### src/gspd_pkg.sv
// shared types and constants for the gain scheduled pd steering block
package gspd_pkg;

   localparam int GAIN_BITS  = 12;
   localparam int SPEED_BITS = 7;
   localparam int CORR_BITS  = 8;
   localparam int HOLD_BITS  = 8;
   localparam int CSR_BITS   = 12;

   // wheel speeds and correction are limited to two decimal digits
   localparam logic [SPEED_BITS-1:0] SPEED_MAX = 7'd99;

   typedef enum logic [2:0] {
      CSR_NORMAL_KP    = 3'd0,
      CSR_NORMAL_KD    = 3'd1,
      CSR_TURN_KP      = 3'd2,
      CSR_TURN_KD      = 3'd3,
      CSR_NORMAL_SPEED = 3'd4,
      CSR_TURN_SPEED   = 3'd5,
      CSR_MAX_CORR     = 3'd6,
      CSR_HOLD_TICKS   = 3'd7
   } csr_index_type;

   localparam logic [GAIN_BITS-1:0]  RST_NORMAL_KP    = 12'd31;
   localparam logic [GAIN_BITS-1:0]  RST_NORMAL_KD    = 12'd1024;
   localparam logic [GAIN_BITS-1:0]  RST_TURN_KP      = 12'd115;
   localparam logic [GAIN_BITS-1:0]  RST_TURN_KD      = 12'd0;
   localparam logic [SPEED_BITS-1:0] RST_NORMAL_SPEED = 7'd20;
   localparam logic [SPEED_BITS-1:0] RST_TURN_SPEED   = 7'd35;
   localparam logic [SPEED_BITS-1:0] RST_MAX_CORR     = 7'd40;
   localparam logic [HOLD_BITS-1:0]  RST_HOLD_TICKS   = 8'd60;

endpackage

### src/gain_scheduled_pd_steering.sv
// gain scheduled pd steering controller for a differential drive car
// path: an accepted beat moves through the stage 1, 2 and 3 registers into the rsp registers
// throughput: one beat per cycle while rsp_ready stays high, set by the four stage pipeline
//   (input capture, gain multipliers, sum and magnitude, clamp and wheel speeds)
// stalls back up stage by stage, so bubbles are squeezed out under backpressure
// reset: synchronous, active high; clears tick state, valids and reloads the default configuration
module gain_scheduled_pd_steering #(
   parameter int ERROR_BITS     = 11,
   parameter int GAIN_FRAC_BITS = 8
) (
   input  logic                                clock,
   input  logic                                reset,
   // input ticks
   input  logic                                req_valid,
   output logic                                req_ready,
   input  logic signed [ERROR_BITS-1:0]        req_position_err,
   input  logic                                req_turn_finished,
   input  logic                                req_halted,
   // results
   output logic                                rsp_valid,
   input  logic                                rsp_ready,
   output logic [gspd_pkg::SPEED_BITS-1:0]     rsp_left_speed,
   output logic [gspd_pkg::SPEED_BITS-1:0]     rsp_right_speed,
   output logic signed [gspd_pkg::CORR_BITS-1:0] rsp_correction,
   output logic                                rsp_send_enable,
   output logic                                rsp_turn_mode,
   // configuration writes
   input  logic                                csr_we,
   input  gspd_pkg::csr_index_type             csr_index,
   input  logic [gspd_pkg::CSR_BITS-1:0]       csr_wdata
);
   import gspd_pkg::*;

   // proportional product, derivative product and their sum, with headroom
   localparam int PKP_BITS = ERROR_BITS + GAIN_BITS + 1;
   localparam int PKD_BITS = ERROR_BITS + GAIN_BITS + 2;
   localparam int SUM_BITS = ERROR_BITS + GAIN_BITS + 3;

   // configuration registers
   logic [GAIN_BITS-1:0]  normal_kp_ff, normal_kd_ff, turn_kp_ff, turn_kd_ff;
   logic [SPEED_BITS-1:0] normal_speed_ff, turn_speed_ff, max_corr_ff;
   logic [HOLD_BITS-1:0]  hold_ticks_ff;

   always_ff @(posedge clock) begin
      if (reset) begin
         normal_kp_ff    <= RST_NORMAL_KP;
         normal_kd_ff    <= RST_NORMAL_KD;
         turn_kp_ff      <= RST_TURN_KP;
         turn_kd_ff      <= RST_TURN_KD;
         normal_speed_ff <= RST_NORMAL_SPEED;
         turn_speed_ff   <= RST_TURN_SPEED;
         max_corr_ff     <= RST_MAX_CORR;
         hold_ticks_ff   <= RST_HOLD_TICKS;
      end else if (csr_we) begin
         unique case (csr_index)
            CSR_NORMAL_KP:    normal_kp_ff    <= csr_wdata;
            CSR_NORMAL_KD:    normal_kd_ff    <= csr_wdata;
            CSR_TURN_KP:      turn_kp_ff      <= csr_wdata;
            CSR_TURN_KD:      turn_kd_ff      <= csr_wdata;
            CSR_NORMAL_SPEED: normal_speed_ff <= csr_wdata[SPEED_BITS-1:0];
            CSR_TURN_SPEED:   turn_speed_ff   <= csr_wdata[SPEED_BITS-1:0];
            CSR_MAX_CORR:     max_corr_ff     <= csr_wdata[SPEED_BITS-1:0];
            CSR_HOLD_TICKS:   hold_ticks_ff   <= csr_wdata[HOLD_BITS-1:0];
         endcase
      end
   end

   // stage enables: each stage moves when the one after it can take a beat
   logic s1_valid_ff, s2_valid_ff, s3_valid_ff, rsp_valid_ff;
   logic out_en, s3_en, s2_en, s1_en;

   assign out_en    = !rsp_valid_ff || rsp_ready;
   assign s3_en     = !s3_valid_ff || out_en;
   assign s2_en     = !s2_valid_ff || s3_en;
   assign s1_en     = !s1_valid_ff || s2_en;
   assign req_ready = s1_en;

   logic req_take;
   assign req_take = req_valid && req_ready;

   // tick state: last error and post-turn hold counter, updated per accepted beat
   logic signed [ERROR_BITS-1:0] prev_err_ff;
   logic                         post_turn_ff, post_turn_in;
   logic [HOLD_BITS-1:0]         hold_cnt_ff, hold_cnt_in;
   logic                         active;
   logic [HOLD_BITS-1:0]         hold_cnt_inc;

   always_comb begin
      active       = post_turn_ff || req_turn_finished;
      hold_cnt_inc = hold_cnt_ff + HOLD_BITS'(1);
      post_turn_in = post_turn_ff;
      hold_cnt_in  = hold_cnt_ff;
      if (active) begin
         // a repeated event does not restart the count; the wrap gives 256 ticks
         if (hold_cnt_inc == hold_ticks_ff) begin
            hold_cnt_in  = '0;
            post_turn_in = 1'b0;
         end else begin
            hold_cnt_in  = hold_cnt_inc;
            post_turn_in = 1'b1;
         end
      end
   end

   always_ff @(posedge clock) begin
      if (reset) begin
         prev_err_ff  <= '0;
         post_turn_ff <= 1'b0;
         hold_cnt_ff  <= '0;
      end else if (req_take) begin
         prev_err_ff  <= req_position_err;
         post_turn_ff <= post_turn_in;
         hold_cnt_ff  <= hold_cnt_in;
      end
   end

   // stage 1: error, error difference and the selected gain set
   logic signed [ERROR_BITS-1:0] s1_err_ff;
   logic signed [ERROR_BITS:0]   s1_diff_ff;
   logic [GAIN_BITS-1:0]         s1_kp_ff, s1_kd_ff;
   logic [SPEED_BITS-1:0]        s1_base_ff;
   logic                         s1_turn_ff, s1_halted_ff;

   always_ff @(posedge clock) begin
      if (reset) begin
         s1_valid_ff <= 1'b0;
      end else if (s1_en) begin
         s1_valid_ff <= req_take;
      end
   end

   always_ff @(posedge clock) begin
      if (req_take) begin
         s1_err_ff    <= req_position_err;
         s1_diff_ff   <= (ERROR_BITS+1)'(req_position_err) - (ERROR_BITS+1)'(prev_err_ff);
         s1_kp_ff     <= active ? turn_kp_ff : normal_kp_ff;
         s1_kd_ff     <= active ? turn_kd_ff : normal_kd_ff;
         s1_base_ff   <= active ? turn_speed_ff : normal_speed_ff;
         s1_turn_ff   <= active;
         s1_halted_ff <= req_halted;
      end
   end

   // stage 2: the two gain products
   logic signed [PKP_BITS-1:0] s2_pkp_ff, s2_pkp_in;
   logic signed [PKD_BITS-1:0] s2_pkd_ff, s2_pkd_in;
   logic [SPEED_BITS-1:0]      s2_base_ff;
   logic                       s2_turn_ff, s2_halted_ff;

   assign s2_pkp_in = PKP_BITS'($signed({1'b0, s1_kp_ff})) * PKP_BITS'(s1_err_ff);
   assign s2_pkd_in = PKD_BITS'($signed({1'b0, s1_kd_ff})) * PKD_BITS'(s1_diff_ff);

   always_ff @(posedge clock) begin
      if (reset) begin
         s2_valid_ff <= 1'b0;
      end else if (s2_en) begin
         s2_valid_ff <= s1_valid_ff;
      end
   end

   always_ff @(posedge clock) begin
      if (s2_en && s1_valid_ff) begin
         s2_pkp_ff    <= s2_pkp_in;
         s2_pkd_ff    <= s2_pkd_in;
         s2_base_ff   <= s1_base_ff;
         s2_turn_ff   <= s1_turn_ff;
         s2_halted_ff <= s1_halted_ff;
      end
   end

   // stage 3: sum, then sign and magnitude with the fraction dropped,
   // which truncates toward zero
   logic signed [SUM_BITS-1:0] sum;
   logic [SUM_BITS-1:0]        sum_abs;
   logic [SUM_BITS-1:0]        s3_mag_ff;
   logic                       s3_neg_ff;
   logic [SPEED_BITS-1:0]      s3_base_ff;
   logic                       s3_turn_ff, s3_halted_ff;

   always_comb begin
      sum     = SUM_BITS'(s2_pkp_ff) + SUM_BITS'(s2_pkd_ff);
      sum_abs = sum[SUM_BITS-1] ? SUM_BITS'(-sum) : SUM_BITS'(sum);
   end

   always_ff @(posedge clock) begin
      if (reset) begin
         s3_valid_ff <= 1'b0;
      end else if (s3_en) begin
         s3_valid_ff <= s2_valid_ff;
      end
   end

   always_ff @(posedge clock) begin
      if (s3_en && s2_valid_ff) begin
         s3_mag_ff    <= sum_abs >> GAIN_FRAC_BITS;
         s3_neg_ff    <= sum[SUM_BITS-1];
         s3_base_ff   <= s2_base_ff;
         s3_turn_ff   <= s2_turn_ff;
         s3_halted_ff <= s2_halted_ff;
      end
   end

   // stage 4: clamp, halve toward zero and form the wheel speeds
   logic [SPEED_BITS-1:0]        lim, cmag;
   logic signed [SPEED_BITS+1:0] base_w, half_w, left_w, right_w;
   logic [SPEED_BITS-1:0]        left_in, right_in;
   logic signed [CORR_BITS-1:0]  corr_in;

   always_comb begin
      // a clamp limit above the two digit range acts as the range top
      lim    = (max_corr_ff > SPEED_MAX) ? SPEED_MAX : max_corr_ff;
      cmag   = (s3_mag_ff > SUM_BITS'(lim)) ? lim : s3_mag_ff[SPEED_BITS-1:0];
      corr_in = s3_neg_ff ? -$signed({1'b0, cmag}) : $signed({1'b0, cmag});
      base_w = $signed({2'b00, s3_base_ff});
      half_w = $signed({3'b000, cmag[SPEED_BITS-1:1]});
      left_w  = s3_neg_ff ? base_w + half_w : base_w - half_w;
      right_w = s3_neg_ff ? base_w - half_w : base_w + half_w;
      if (left_w < 0)
         left_in = '0;
      else if (left_w > $signed({2'b00, SPEED_MAX}))
         left_in = SPEED_MAX;
      else
         left_in = left_w[SPEED_BITS-1:0];
      if (right_w < 0)
         right_in = '0;
      else if (right_w > $signed({2'b00, SPEED_MAX}))
         right_in = SPEED_MAX;
      else
         right_in = right_w[SPEED_BITS-1:0];
   end

   always_ff @(posedge clock) begin
      if (reset) begin
         rsp_valid_ff <= 1'b0;
      end else if (out_en) begin
         rsp_valid_ff <= s3_valid_ff;
      end
   end

   always_ff @(posedge clock) begin
      if (out_en && s3_valid_ff) begin
         rsp_left_speed  <= left_in;
         rsp_right_speed <= right_in;
         rsp_correction  <= corr_in;
         // a halted tick is still computed, only the send is held back
         rsp_send_enable <= !s3_halted_ff;
         rsp_turn_mode   <= s3_turn_ff;
      end
   end

   assign rsp_valid = rsp_valid_ff;

   // outside post-turn mode the hold counter sits at zero
   a_idle_counter : assert property (@(posedge clock) disable iff (reset)
      !post_turn_ff |-> hold_cnt_ff == '0)
      else $error("hold counter not cleared outside post-turn mode");

   // a beat held in stage 1 that cannot move on is not dropped
   a_s1_hold : assert property (@(posedge clock) disable iff (reset)
      s1_valid_ff && !s2_en |=> s1_valid_ff)
      else $error("stage 1 beat lost under stall");

   // a beat held in stage 3 that cannot move on is not dropped
   a_s3_hold : assert property (@(posedge clock) disable iff (reset)
      s3_valid_ff && !out_en |=> s3_valid_ff)
      else $error("stage 3 beat lost under stall");

   // results stay in their two digit ranges
   a_rsp_range : assert property (@(posedge clock) disable iff (reset)
      rsp_valid |-> rsp_left_speed <= SPEED_MAX && rsp_right_speed <= SPEED_MAX
                    && rsp_correction <= 8'sd99 && rsp_correction >= -8'sd99)
      else $error("result out of range");

endmodule

### config.mk
export PLATFORM = sky130hd
export DESIGN_NAME = gain_scheduled_pd_steering
export DESIGN_NICKNAME = d
export VERILOG_FILES = /design/src/gspd_pkg.sv /design/src/gain_scheduled_pd_steering.sv
export SDC_FILE = /design/constraint.sdc
export NUM_CORES = 1
export LEC_CHECK = 0
export ABC_AREA = 1
export CAP_MARGIN = 10
export CORE_UTILIZATION = 65
export CTS_BUF_LIST = sky130_fd_sc_hd__clkbuf_8
export DETAILED_ROUTE_END_ITERATION = 10
export DONT_BUFFER_PORTS = 1
export PLACE_DENSITY = 0.86
export REMOVE_ABC_BUFFERS = 1
export SLEW_MARGIN = 20
export SYNTH_ARGS = -nofsm -noshare
export SYNTH_HDL_FRONTEND = slang
export SYNTH_SLANG_ARGS = --single-unit
### constraint.sdc
create_clock -name clock -period 6 [get_ports clock]
set_clock_uncertainty 0.05 [all_clocks]
set_input_delay 0.3 -clock clock [delete_from_list [all_inputs] [get_ports clock]]
set_output_delay 0.3 -clock clock [all_outputs]
set_load 0.01 [all_outputs]
; Word level (Yosys, flattened, before mapping)
; Cells that the tools add are included.
; Widths: inputs -> output; s select.
[word_totals]
regBits = 267
in_bits = 33
out_inout_bits = 26
elab_cells = 103
[classes]
addsub = 7
n_mul = 2
magnitude_cmp = 6
n_eq_ne = 8
muxes = 13
reduce_logical = 26
[op_table]
columns = operator, n
row1 = $mux 7, 6
row2 = $add 24x25->26, 1
row3 = $neg 26->26, 1
row4 = $mul 13x12->25, 1
row5 = $mux 25, 1
row6 = $mul 13x11->24, 1
row7 = $mux 12, 2
row8 = $gt 18x7->1, 1
row9 = $gt 9x8->1 const B, 2
row10 = $lt 9x1->1 const B, 2
row11 = $mux 9, 2
row12 = $reduce_and 2->1, 9
row13 = $eq 3x3->1 const B, 4
row14 = $sub 11x11->12, 1
row15 = $add 7x6->8, 1
row16 = $add 8x1->8 const B, 1
row17 = $eq 8x8->1, 1
row18 = $mux 8, 1
row19 = $neg 7->8, 1
row20 = $sub 7x6->8, 1
row21 = $gt 7x7->1 const B, 1
row22 = $eq 3x2->1 const B, 2
row23 = $logic_not 1->1, 5
row24 = $logic_or 1x1->1, 5
row25 = 5 further kinds, 9

; Logic depth before layout (Yosys ltp)
; Gate-level depths: netlist (run 1).
[depth]
ltp_word = 8
depth_mapped = 29
ltp_nobuf = 28

; Least setup slack after synthesis (run 1)
; OpenSTA, ideal clock, no wires.
[synth_path]
path_type = reg2reg
startpoint = reg s1_diff_ff[11]
endpoint = reg s2_pkd_ff[22], data pin
setup_time_ps = 262
arrival_ps = 5196
t_required_ps = 5688
setup_slack_ps = 492
path_stages_with_launch = 23
path_buffers = 1
synth_period_minus_slack_ps = 5508
path_cell_list = edfxtp_1 > inv_1 > clkbuf_1 > or2_2 > fa_1 > fa_1 > inv_1 > fa_1 > inv_1 > fa_1 > inv_1 > fa_1 > ha_1 > nand2_1 > nor2_1 > a211o_1 > a31oi_1 > o21ai_0 > nand2_1 > nor2_1 > nor2_1 > o21bai_1 > xor2_1
[synth_via]
elab_chain_cells = 1
[synth_rtl]
columns = element, line
row1 = "start, declared", gain_scheduled_pd_steering.sv:119  ; logic signed [ERROR_BITS:0] s1_diff_ff;
row2 = "start signal, assigned", gain_scheduled_pd_steering.sv:135  ; s1_diff_ff <= (ERROR_BITS+1)'(req_position_err) - (ERROR_BITS+1)'(prev_err_ff);
row3 = $mul 13x12->25, gain_scheduled_pd_steering.sv:151  ; assign s2_pkd_in = PKD_BITS'($signed({1'b0, s1_kd_ff})) * PKD_BITS'(s1_diff_ff);
row4 = net s2_pkd_in[22], gain_scheduled_pd_steering.sv:146  ; logic signed [PKD_BITS-1:0] s2_pkd_ff, s2_pkd_in;
row5 = "end signal, assigned", gain_scheduled_pd_steering.sv:164  ; s2_pkd_ff <= s2_pkd_in;
row6 = "end, declared", gain_scheduled_pd_steering.sv:146
; The timed path passes the listed nets, and every way through them passes these cells.
; A chain may end at the register's enable or synchronous reset.

; Final worst setup path (run 1)
[layout_path]
startpoint = reg s1_err_ff[10]
endpoint = reg s2_pkp_ff[20], data pin
[layout_via]
elab_chain_cells = 1
[layout_rtl]
columns = element, line
row1 = "start, declared", gain_scheduled_pd_steering.sv:118  ; logic signed [ERROR_BITS-1:0] s1_err_ff;
row2 = "start signal, assigned", gain_scheduled_pd_steering.sv:134  ; s1_err_ff <= req_position_err;
row3 = $mul 13x11->24, gain_scheduled_pd_steering.sv:150  ; assign s2_pkp_in = PKP_BITS'($signed({1'b0, s1_kp_ff})) * PKP_BITS'(s1_err_ff);
row4 = net s2_pkp_in[20], gain_scheduled_pd_steering.sv:145  ; logic signed [PKP_BITS-1:0] s2_pkp_ff, s2_pkp_in;
row5 = "end signal, assigned", gain_scheduled_pd_steering.sv:163  ; s2_pkp_ff <= s2_pkp_in;
row6 = "end, declared", gain_scheduled_pd_steering.sv:145
; The timed path passes the listed nets, and every way through them passes these cells.

==> results.md, run 1 <==
- Register area: around 0.007 sq mm
- Max-slew headroom: between 20% and 30%
- Synthesized area per cell: between 8 and 9 sq um
- Commonest cells post-synth: nand2_1, inv_1, nor2_1, ha_1, fa_1
- Multi-input gate area: roughly 0.013 sq mm
- IO Port Bufs: 0
- Critical path required time: 6.28 ns
- Die H: between 150 and 200 microns
- Clock-pin slew on the worst setup and hold paths: 0.06 ns
- Row count: 67
- Seq cells post-synth: ~270
- H-tree depth: 2
- Clock Path Buffers: 3
- Nets: just over 3000
- Final ANT Viol Nets: 0
- Routed vias: ~18000
- Yosys top cell area share: between 20% and 30%
- Most frequent cell after synthesis: nand2_1
- Synth Area in Adders: between 20% and 30%
- DRT Pass-1 Iters: 6
- WL/cell: ~17 microns
- Startpoint Class: flip-flop
- Starting density of the core: between 60% and 70%
- Gr ovfl total: 0
- Worst reg2reg path depth: 19
- Syn. warnings: 0
- Static leakage: 12.5 nW
- Starting DRT DRC Count: around 1400
- Delay of the slowest critical-path stage: around 0.56 ns
- Peak supply drop: between 0.0003 and 0.0004 V
- PwrDens: ~470 mW/mm^2
- Crit path time final: 5.75 ns
- Dominant cells by area after synthesis: edfxtp_1, fa_1, ha_1
- First-pass GRT wire length: around 86000 microns
- Worst r2r src: s1_err_ff[10]
- CTS Sinks: about 270
- R2R Setup Slk: ~0.25 ns
- CTS tree: done
- GRT Overall Usage: a little under a third
- Largest net degree at the start of global routing: 88
- Hold path depth: 3
- Ports: 59
- Post-DP Area: approximately 0.023 sq mm
- Fillers: around 2400
- DP Cell Count: between 3000 and 4000
- Final wirelength: approximately 52000 microns
- Post-Synthesis Cells: 2656
- Post-synthesis mux area share: 0%
- Crit path DAT: 6.04 ns
- Critical path's most frequent cell: fa_1
- Worst Hold Slack: about 0.061 ns
- CTS buffer count: 45
- CP cell instances: clkinvlp_4, or2_2, fa_1, inv_1, fa_1, fa_1, inv_1, fa_1, inv_1, fa_1, ha_1, nand2_1, nor4_2, a21o_1, nand3_1, o21bai_2, a21o_1, a21oi_1, xor2_1
- Max Slew Vio Count: 0
- Root Driver: clkbuf_8
- Post-Layout Cell Count: about 3100
- Compound-Gate Fraction of Synth Area: between 6 and 7%
- Kind of end point of the critical path: flip-flop
- Library cells used by synthesis: 56
- HPWL after DPL: between 30000 and 40000 microns
- Critical path class: reg2reg
- Die area: roughly 0.035 sq mm
- Netlist Area Pre-Place: between 0.02 and 0.025 sq mm
- Critical R2R Capture: s2_pkp_ff[20]
- Area leader, netlist: edfxtp_1
- Post-synth EDFFs: about 170
- HP Class: in2reg
- Synth async-reset ratio: 0%
- Status: completed
- Critical path's slowest cell: fa_1
- Initial antenna violation count: 1
- Simple-Gate Fraction of Synth Area: 18.9%
- Fin Setup TNS: 0 ns
- Sequential area share after synthesis: 31.3%
- Largest family of logic cells by synthesized area: adder cells
- Routed vias/inst: 5.60
- Least-Margin Pin Slew: between 1 and 1.5 ns
- Vias in the first global route: 17980
- Core Region: 0.0337 sq mm
- Area grow syn2layout: 7.19%
- Endpoint, Worst Hold: hold_ticks_ff[3]
- Max-cap violations: 0
- Die width: around 190 microns
- Final setup vio count: 0
- Final worst path period share: 95.9%
- Number of remaining DRC errors: 0
- Final hold vios: 0
- Finished Cell Area: approximately 0.024 sq mm
- Worst Path Max Fanout: 6
- Beginning of the worst hold path: csr_index[1]
- Worst skew pair latency: ~0.6 ns
- Share of layout cells above drive strength 1: 6.27%
- GPL Wtd Cong: roughly 1
- Highest Clock Rate: about 170 MHz
- Main synth FF type: edfxtp_1
- Post-Synth XOR/XNOR Area: around 4%
worst max path at each step:
stage	from	endpoint	cells past startpoint
after floorplan	s1_kd_ff[0]	s2_pkd_ff[22]	20
after global placement	s1_diff_ff[11]	s2_pkd_ff[22]	21
after detailed placement	s1_diff_ff[11]	s2_pkd_ff[22]	21
after CTS	s1_err_ff[10]	s2_pkp_ff[20]	19
after global routing	s1_diff_ff[11]	s2_pkd_ff[22]	21
final	s1_err_ff[10]	s2_pkp_ff[20]	19
kinds of logic after synthesis:
kind of cell               count (synthesis)
xor gates and xnor gates                  96
AOI/OAI and AO/OA                        269
buffers and inverters                    602
DFF                                      267
and+or+nand+nor                         1023
adders and majority gates                399
worst max-delay path: cells and delay by family (launching register included):
family / cells / cell delay, ns
xor gates and xnor gates: 1 / 0.16
adders and majority gates: 6 / 3.01
buffers and inverters: 4 / 0.34
and+or+nand+nor: 4 / 0.87
DFF: 1 / 0.41
AOI/OAI and AO/OA: 4 / 0.63
area by class of cell:
cell class              count  share of cell area, %
multi-input cells        1787                   54.8
flip-flops and latches    267                   29.2
inverters                 515                   8.07
clock buffers              56                   3.21
well taps                 448                   2.33
repair buffers             42                   1.59
clock inverters            28                  0.828
diodes                      1                 0.0104
per-stage QoR:
step | setup WS [ns] | utilization, % | power (mW)
finish | 0.246 | 71.3 | 11.4
global route | -0.0451 | 71.2 | 12.3
CTS | 0.138 | 71.1 | 11.3
detailed placement | 0.197 | 67.4 | 9.50
global placement | 0.327 | 67.4 | 9.22
floorplan | 0.538 | - | 7.84
report_power, final:
part	total (mW)	internal, mW	switching, mW	leakage, nW
clock	1.70	0.942	0.756	0.550
combinational	6.97	2.59	4.38	9.53
sequential	2.72	2.53	0.192	2.40
layer usage:
metal  track usage (%)  share of wire, %  wire (microns)  up-vias
met4              11.0               3.4            1770        0
met3              5.30               7.8            4070      153
met1              37.8                40           20700     8383
met2              52.1                49           25500      759
li1                  -                 -               -     8297
met5                 0                 0               0        -
registers in the layout, summed over array words and instances, names as in the netlist, 11 cells and up:
register,flops
s1_kd_ff,12
s1_err_ff,11
normal_kd_ff,12
turn_kd_ff,12
s2_pkd_ff,25
normal_kp_ff,12
s1_kp_ff,12
s2_pkp_ff,24
s3_mag_ff,18
turn_kp_ff,12
prev_err_ff,11
s1_diff_ff,12
placed cells by master (no fill, tap or decap), types with 15 or more instances in the layout:
master / count
a21o_1: 16
a21oi_1: 86
buf_4: 15
clkbuf_8: 56
dfxtp_1: 101
dlygate4sd3_1: 27
edfxtp_1: 166
fa_1: 194
ha_1: 205
inv_1: 510
nand2_1: 637
nand3_1: 83
nand4_1: 20
nor2_1: 211
o21ai_0: 107
or2_2: 21
xnor2_1: 26
xor2_1: 65
what timing repair did:
action / in CTS / in global routing
gates resized for setup: 0 / 5
endpoints found under the hold margin: 113 / 0
buffers inserted: 0 / 5
hold buffers: 27 / 0
setup endpoints to repair: 0 / 3
Note: power is estimated with default switching activity, not from simulation.
==> inputs of run 2 (changes only) <==
- MAX_ROUTING_LAYER: not set -> met4
==> run 2 against run 1 <==
Net effect: power is 1.1% higher; critical path depth is 1 higher; register-to-register slack better by 0.03 ns; critical path type unchanged; critical endpoint is now s2_pkd_ff[22]; maximum frequency is 0.50% higher; worst setup slack better by 0.029 ns; largest power group unchanged; highest routed layer unchanged; final cell count stayed put.
==> results.md, run 2 (synthesis results as in run 1) <==
- Status: completed
- Max-slew headroom: 23.8% (-3.8 points)
- Layout Utilization: 71.4% (+0.11 points)
- Clock-pin slew on the worst setup and hold paths: 0.06 ns (about the same)
- Max Slew Vio Count: 0 (unchanged)
- Highest Clock Rate: 175 MHz (+0.50%)
- Critical path's most frequent cell: fa_1
- Crit path time final: 5.73 ns (-0.0286 ns)
- Critical path class: reg2reg
- HPWL after DPL: 39800 microns (+0.33%)
- Initial antenna violation count: 0 (-1)
- Worst reg2reg path depth: 20 (+1)
- Family with the most delay on the worst path: adder cells
- Delay of the slowest critical-path stage: 0.67 ns (+0.11 ns)
- Finished Cell Area: 0.0240 sq mm (+0.15%)
- Clock Path Buffers: 3 (unchanged)
- CTS tree: done
- Most frequent cells in the layout: nand2_1, inv_1, nor2_1
- Final wirelength: 52300 microns (+0.44%)
- Core Region: 0.0337 sq mm (unchanged)
- Fin Setup TNS: 0 ns (unchanged)
- First-pass GRT wire length: 86400 microns (+0.85%)
- WL/cell: 16.6 microns (+0.44%)
- Critical R2R Capture: s2_pkd_ff[22]
- Buf+Inv Stages, Crit Path: 3 (-1)
- Ports: 59 (unchanged)
- H-tree depth: 2 (unchanged)
- Share of layout cells above drive strength 1: 6.23% (-0.039 points)
- CTS buffer count: 44 (-2.2%)
- Number of remaining DRC errors: 0 (unchanged)
- Largest net degree at the start of global routing: 88 (unchanged)
- DRT Pass-1 Iters: 6 (unchanged)
- Biggest register: s2_pkd_ff
- Hold path depth: 2 (-1)
- CP cell instances: nand2_1, fa_1, fa_1, inv_1, fa_1, inv_1, fa_1, inv_1, fa_1, ha_1, nand2_1, nor2_1, a211o_1, a31oi_2, o21ai_0, nand2_1, nor2_1, nor2_1, o21bai_1, xor2_1
- R2R Setup Slk: 0.27 ns (+0.03 ns)
- Worst Hold Slack: 0.0780 ns (+0.0166 ns)
- Post-Layout Cell Count: 3144 (unchanged)
- Static leakage: 12.5 nW (about the same)
- Startpoint Class: flip-flop
- Starting density of the core: 66.5% (unchanged)
- Peak supply drop: 0.000359 V (+1.3%)
- Commonest non-fill, non-tap cell in the layout: nand2_1
- Final worst path period share: 95.4% (-0.48 points)
- CTS Sinks: 267 (unchanged)
- Nets: 3092 (+0.065%)
- Row count: 67 (unchanged)
- Kind of end point of the critical path: flip-flop
- Vias in the first global route: 17999 (+0.11%)
- Worst path depth: 20 (+1)
- Final setup vio count: 0 (unchanged)
- Endpoint, Worst Hold: s1_diff_ff[10]
- Routed vias/inst: 5.62 (+0.44%)
- Antenna Cells: 0 (-1)
- GPL Wtd Cong: 1.01 (+4.0%)
- Gr ovfl total: 0 (unchanged)
- Biggest regs: s2_pkd_ff x25, s2_pkp_ff x24, s3_mag_ff x18
- Critical path's slowest cell: edfxtp_1
- PwrDens: 479 mW/mm^2 (+0.97%)
- Worst r2r src: s1_diff_ff[6]
- Least-Margin Pin Slew: 1.14 ns (+0.0573 ns)
- Beginning of the worst hold path: req_position_err[10]
- Die width: 188 microns (unchanged)
- GRT Overall Usage: 31.2% (+1.1 points)
- Post-DP Area: 0.0227 sq mm (unchanged)
- Largest register FFs: 25 (unchanged)
- HP Class: in2reg
- Starting DRT DRC Count: 1436 (+3.7%)
- Final hold vios: 0 (unchanged)
- DP Cell Count: 3027 (unchanged)
- Area grow syn2layout: 7.36%
- Routed vias: 17670 (+0.44%)
- Max-cap violations: 0 (unchanged)
- Critical path required time: 6.27 ns (about the same)
- Worst skew pair latency: 0.60 ns (about the same)
- Die area: 0.0352 sq mm (unchanged)
- Worst Path Max Fanout: 12 (+6)
- Root Driver: clkbuf_8
- Final ANT Viol Nets: 0 (unchanged)
- Die H: 188 microns (unchanged)
- Crit path DAT: 6.00 ns (-0.04 ns)
- IO Port Bufs: 0 (unchanged)
## run 2: changes by cell type in the layout (fill, tap and decap cells not counted), moves of 3 or more
cell,previous run,this run
clkinv_1,5,10
buf_4,15,18
clkbuf_8,56,51
inv_1,510,507
bufinv_16,2,5
## run 2: area by class of cell
class                      instances  area (sq um)
sequential                       267          7010
timing repair buffer              45           405
clock inverter                    31           287
inverter                         515          1940
fill                            2399          9650
multi-input combinational       1787         13200
clock buffer                      51           702
tap                              448           561
## run 2: through the flow
stage / power [mW] / setup slack (ns)
6_report: 11.5 / 0.274
2_1_floorplan: 7.84 / 0.538
5_1_grt: 12.4 / -0.0400
3_5_place_dp: 9.52 / 0.184
3_3_place_gp: 9.20 / 0.332
4_1_cts: 11.4 / 0.154
## run 2: how the worst max path moves through the flow
| stage | startpoint | endpoint | slack, ns |
|---|---|---|---|
| finish | s1_diff_ff[6] | s2_pkd_ff[22] | 0.27 |
| global route | s1_diff_ff[11] | s2_pkd_ff[22] | -0.04 |
| CTS | s1_diff_ff[11] | s2_pkd_ff[22] | 0.15 |
| detailed placement | s1_diff_ff[11] | s2_pkd_ff[22] | 0.18 |
| global placement | s1_diff_ff[11] | s2_pkd_ff[22] | 0.33 |
| floorplan | s1_kd_ff[0] | s2_pkd_ff[22] | 0.54 |
## run 2: what timing repair did
item / in CTS / in global routing
hold endpoints to repair: 113 / 0
setup buffers: 0 / 8
hold buffers: 27 / 0
resized for setup: 0 / 4
endpoints found under the setup margin: 0 / 6
## run 2: power by group
group | switching [mW] | internal, mW
clock | 0.772 | 1.01
sequential | 0.190 | 2.53
combinational | 4.42 | 2.59
## run 2: metal layers
metal | up-vias | share of wire [%] | GRT usage, %
met5 | - | 0 | -
met4 | 0 | 3.4 | 11.9
met3 | 132 | 7.3 | 4.29
met2 | 807 | 49 | 52.3
met1 | 8435 | 41 | 38.4
li1 | 8296 | - | -
==> inputs of run 3 (changes only) <==
- CELL_PAD_IN_SITES_DETAIL_PLACEMENT: not set -> 0
- CELL_PAD_IN_SITES_GLOBAL_PLACEMENT: not set -> 1
- CORE_UTILIZATION: 65 -> 52
- PLACE_DENSITY: 0.86 -> 0.89
- SLEW_MARGIN: 20 -> not set
==> run 3 against run 2 <==
Net effect: sequential cell count stayed put; highest routed layer unchanged; cell area is 0.54% higher; count of clock-buffer cells in the layout is 2 higher; utilization is 14 points lower; first-iteration DRC count is 37% lower; worst setup slack better by 0.031 ns; die area is 25% higher; clock power is 4% lower; sequential power hardly changed.
==> results.md, run 3 (synthesis results as in run 1) <==
- Status: completed
- Startpoint Class: flip-flop
- Worst skew pair latency: 0.62 ns (+0.02 ns)
- Area grow syn2layout: 7.93%
- Max Slew Vio Count: 0 (unchanged)
- Row count: 75 (+12%)
- Max-cap violations: 0 (unchanged)
- RSZ-0062 raised after global routing: false
- Crit path DAT: 6.00 ns (about the same)
- Crit path time final: 5.70 ns (-0.0308 ns)
- Commonest non-fill, non-tap cell in the layout: nand2_1
- Final wirelength: 52100 microns (-0.50%)
- Worst Hold Slack: 0.0478 ns (-0.0302 ns)
- Vias in the first global route: 17204 (-4.4%)
- Largest net degree at the start of global routing: 88 (unchanged)
- Peak supply drop: 0.000359 V (-0.17%)
- Final ANT Viol Nets: 0 (unchanged)
- Max-slew headroom: 26.4% (+2.6 points)
- Ports: 59 (unchanged)
- Die width: 210 microns (+12%)
- DRT Pass-1 Iters: 5 (-1)
- Antenna Cells: 0 (unchanged)
- Starting DRT DRC Count: 904 (-37%)
- Nets: 3102 (+0.32%)
- Critical path required time: 6.30 ns (+0.03 ns)
- Biggest regs: s2_pkd_ff x25, s2_pkp_ff x24, s3_mag_ff x18
- Final hold vios: 0 (unchanged)
- Die H: 210 microns (+12%)
- GRT Overall Usage: 25.4% (-5.8 points)
- Final setup vio count: 0 (unchanged)
- Core Region: 0.0422 sq mm (+25%)
- Clock-pin slew on the worst setup and hold paths: 0.07 ns (about the same)
- Number of remaining DRC errors: 0 (unchanged)
- CTS buffer count: 46 (+4.5%)
- Worst Path Max Fanout: 12 (unchanged)
- GPL Wtd Cong: 0.934 (-7.7%)
- Largest register FFs: 25 (unchanged)
- Starting density of the core: 53.0% (-13 points)
- HPWL after DPL: 39800 microns (about the same)
- Routed vias/inst: 5.21 (-7.3%)
- Final worst path period share: 94.9% (-0.51 points)
- Initial antenna violation count: 0 (unchanged)
- Most frequent cells in the layout: nand2_1, inv_1, nor2_1
- H-tree depth: 2 (unchanged)
- WL/cell: 16.0 microns (-3.7%)
- Kind of end point of the critical path: flip-flop
- Share of layout cells above drive strength 1: 6.35% (+0.12 points)
- Clock Path Buffers: 3 (unchanged)
- Least-Margin Pin Slew: 1.10 ns (-0.0390 ns)
- PwrDens: 468 mW/mm^2 (-2.3%)
- Routed vias: 16925 (-4.2%)
- Die area: 0.0439 sq mm (+25%)
- Biggest register: s2_pkd_ff
- Root Driver: clkbuf_8
- Highest Clock Rate: 176 MHz (+0.54%)
- First-pass GRT wire length: 86400 microns (about the same)
- IO Port Bufs: 0 (unchanged)
- Gr ovfl total: 0 (unchanged)
- Critical path class: reg2reg
- Fin Setup TNS: 0 ns (unchanged)
- CTS tree: done
- CTS Sinks: 267 (unchanged)
- HP Class: in2reg
- Static leakage: 12.5 nW (about the same)
[run 3: cell types whose count changed in the layout (fill, tap and decap cells not counted), sizes merged]
cell         delta
dlygate4sd3     +4
bufinv          -3
clkinvlp        +2
clkbuf          +2
inv             -2
clkinv          +5
buf             +4
[run 3: layout make-up]
class	instances	area [sq um]
clock buffers	53	729
clock inverters	33	218
fillers	3773	18000
inverters	515	1930
multi-input cells	1787	13100
flip-flops and latches	267	7010
well taps	539	674
repair buffers	53	475
[run 3: routing by layer]
metal,vias to the layer above,GRT usage (%),wire length (microns)
met2,452,41.1,24500
met5,-,-,0
met4,0,8.41,1480
li1,8314,-,-
met3,91,3.98,2880
met1,8068,32.6,23200
[run 3: power breakdown]
group / total [mW] / switching, mW / internal, mW
Combinational: 6.87 / 4.29 / 2.58
Clock: 1.71 / 0.808 / 0.904
Sequential: 2.73 / 0.198 / 2.53
[run 3: timing repair]
item                                   CTS  global route
hold buffers                            31             0
endpoints found under the hold margin  114             0
resized for setup                        0             3
setup buffers                            0             2
setup endpoints to repair                0             2
[run 3: critical path, cell delays in order, from the launching register on]
cell and delay, ns:
edfxtp_1 0.40, inv_2 0.11, or2_2 0.30, fa_1 0.51, fa_1 0.54, inv_1 0.05
fa_1 0.53, inv_1 0.06, fa_1 0.53, inv_1 0.05, fa_1 0.50, ha_1 0.39
nand2_1 0.15, nor2_1 0.08, a211o_1 0.31, a31oi_2 0.18, o21ai_0 0.15, nand2_1 0.11
nor2_1 0.05, nor2_1 0.15, o21bai_1 0.09, xor2_1 0.14
[run 3: final timing paths]
path	from	end	slack (ns)	cells after the start
worst min register to register	s1_base_ff[5]	s2_base_ff[5]	0.36	0
worst max-delay path	s1_diff_ff[11]	s2_pkd_ff[22]	0.30	21
worst min-delay path	req_position_err[6]	s1_diff_ff[6]	0.05	2
worst max register to register	s1_diff_ff[11]	s2_pkd_ff[22]	0.30	21
[run 3: per-stage QoR]
step	total power, mW	std cells	setup slack (ns)	area, sq um	utilization, %
after floorplan	7.84	2569	0.538	22100	-
after global placement	9.36	3128	0.310	22900	54.2
after detailed placement	9.47	3128	0.216	22900	54.2
after CTS	11.3	3245	0.185	24200	57.2
after global routing	12.3	3247	0.0403	24200	57.3
final	11.3	3247	0.305	24200	57.3
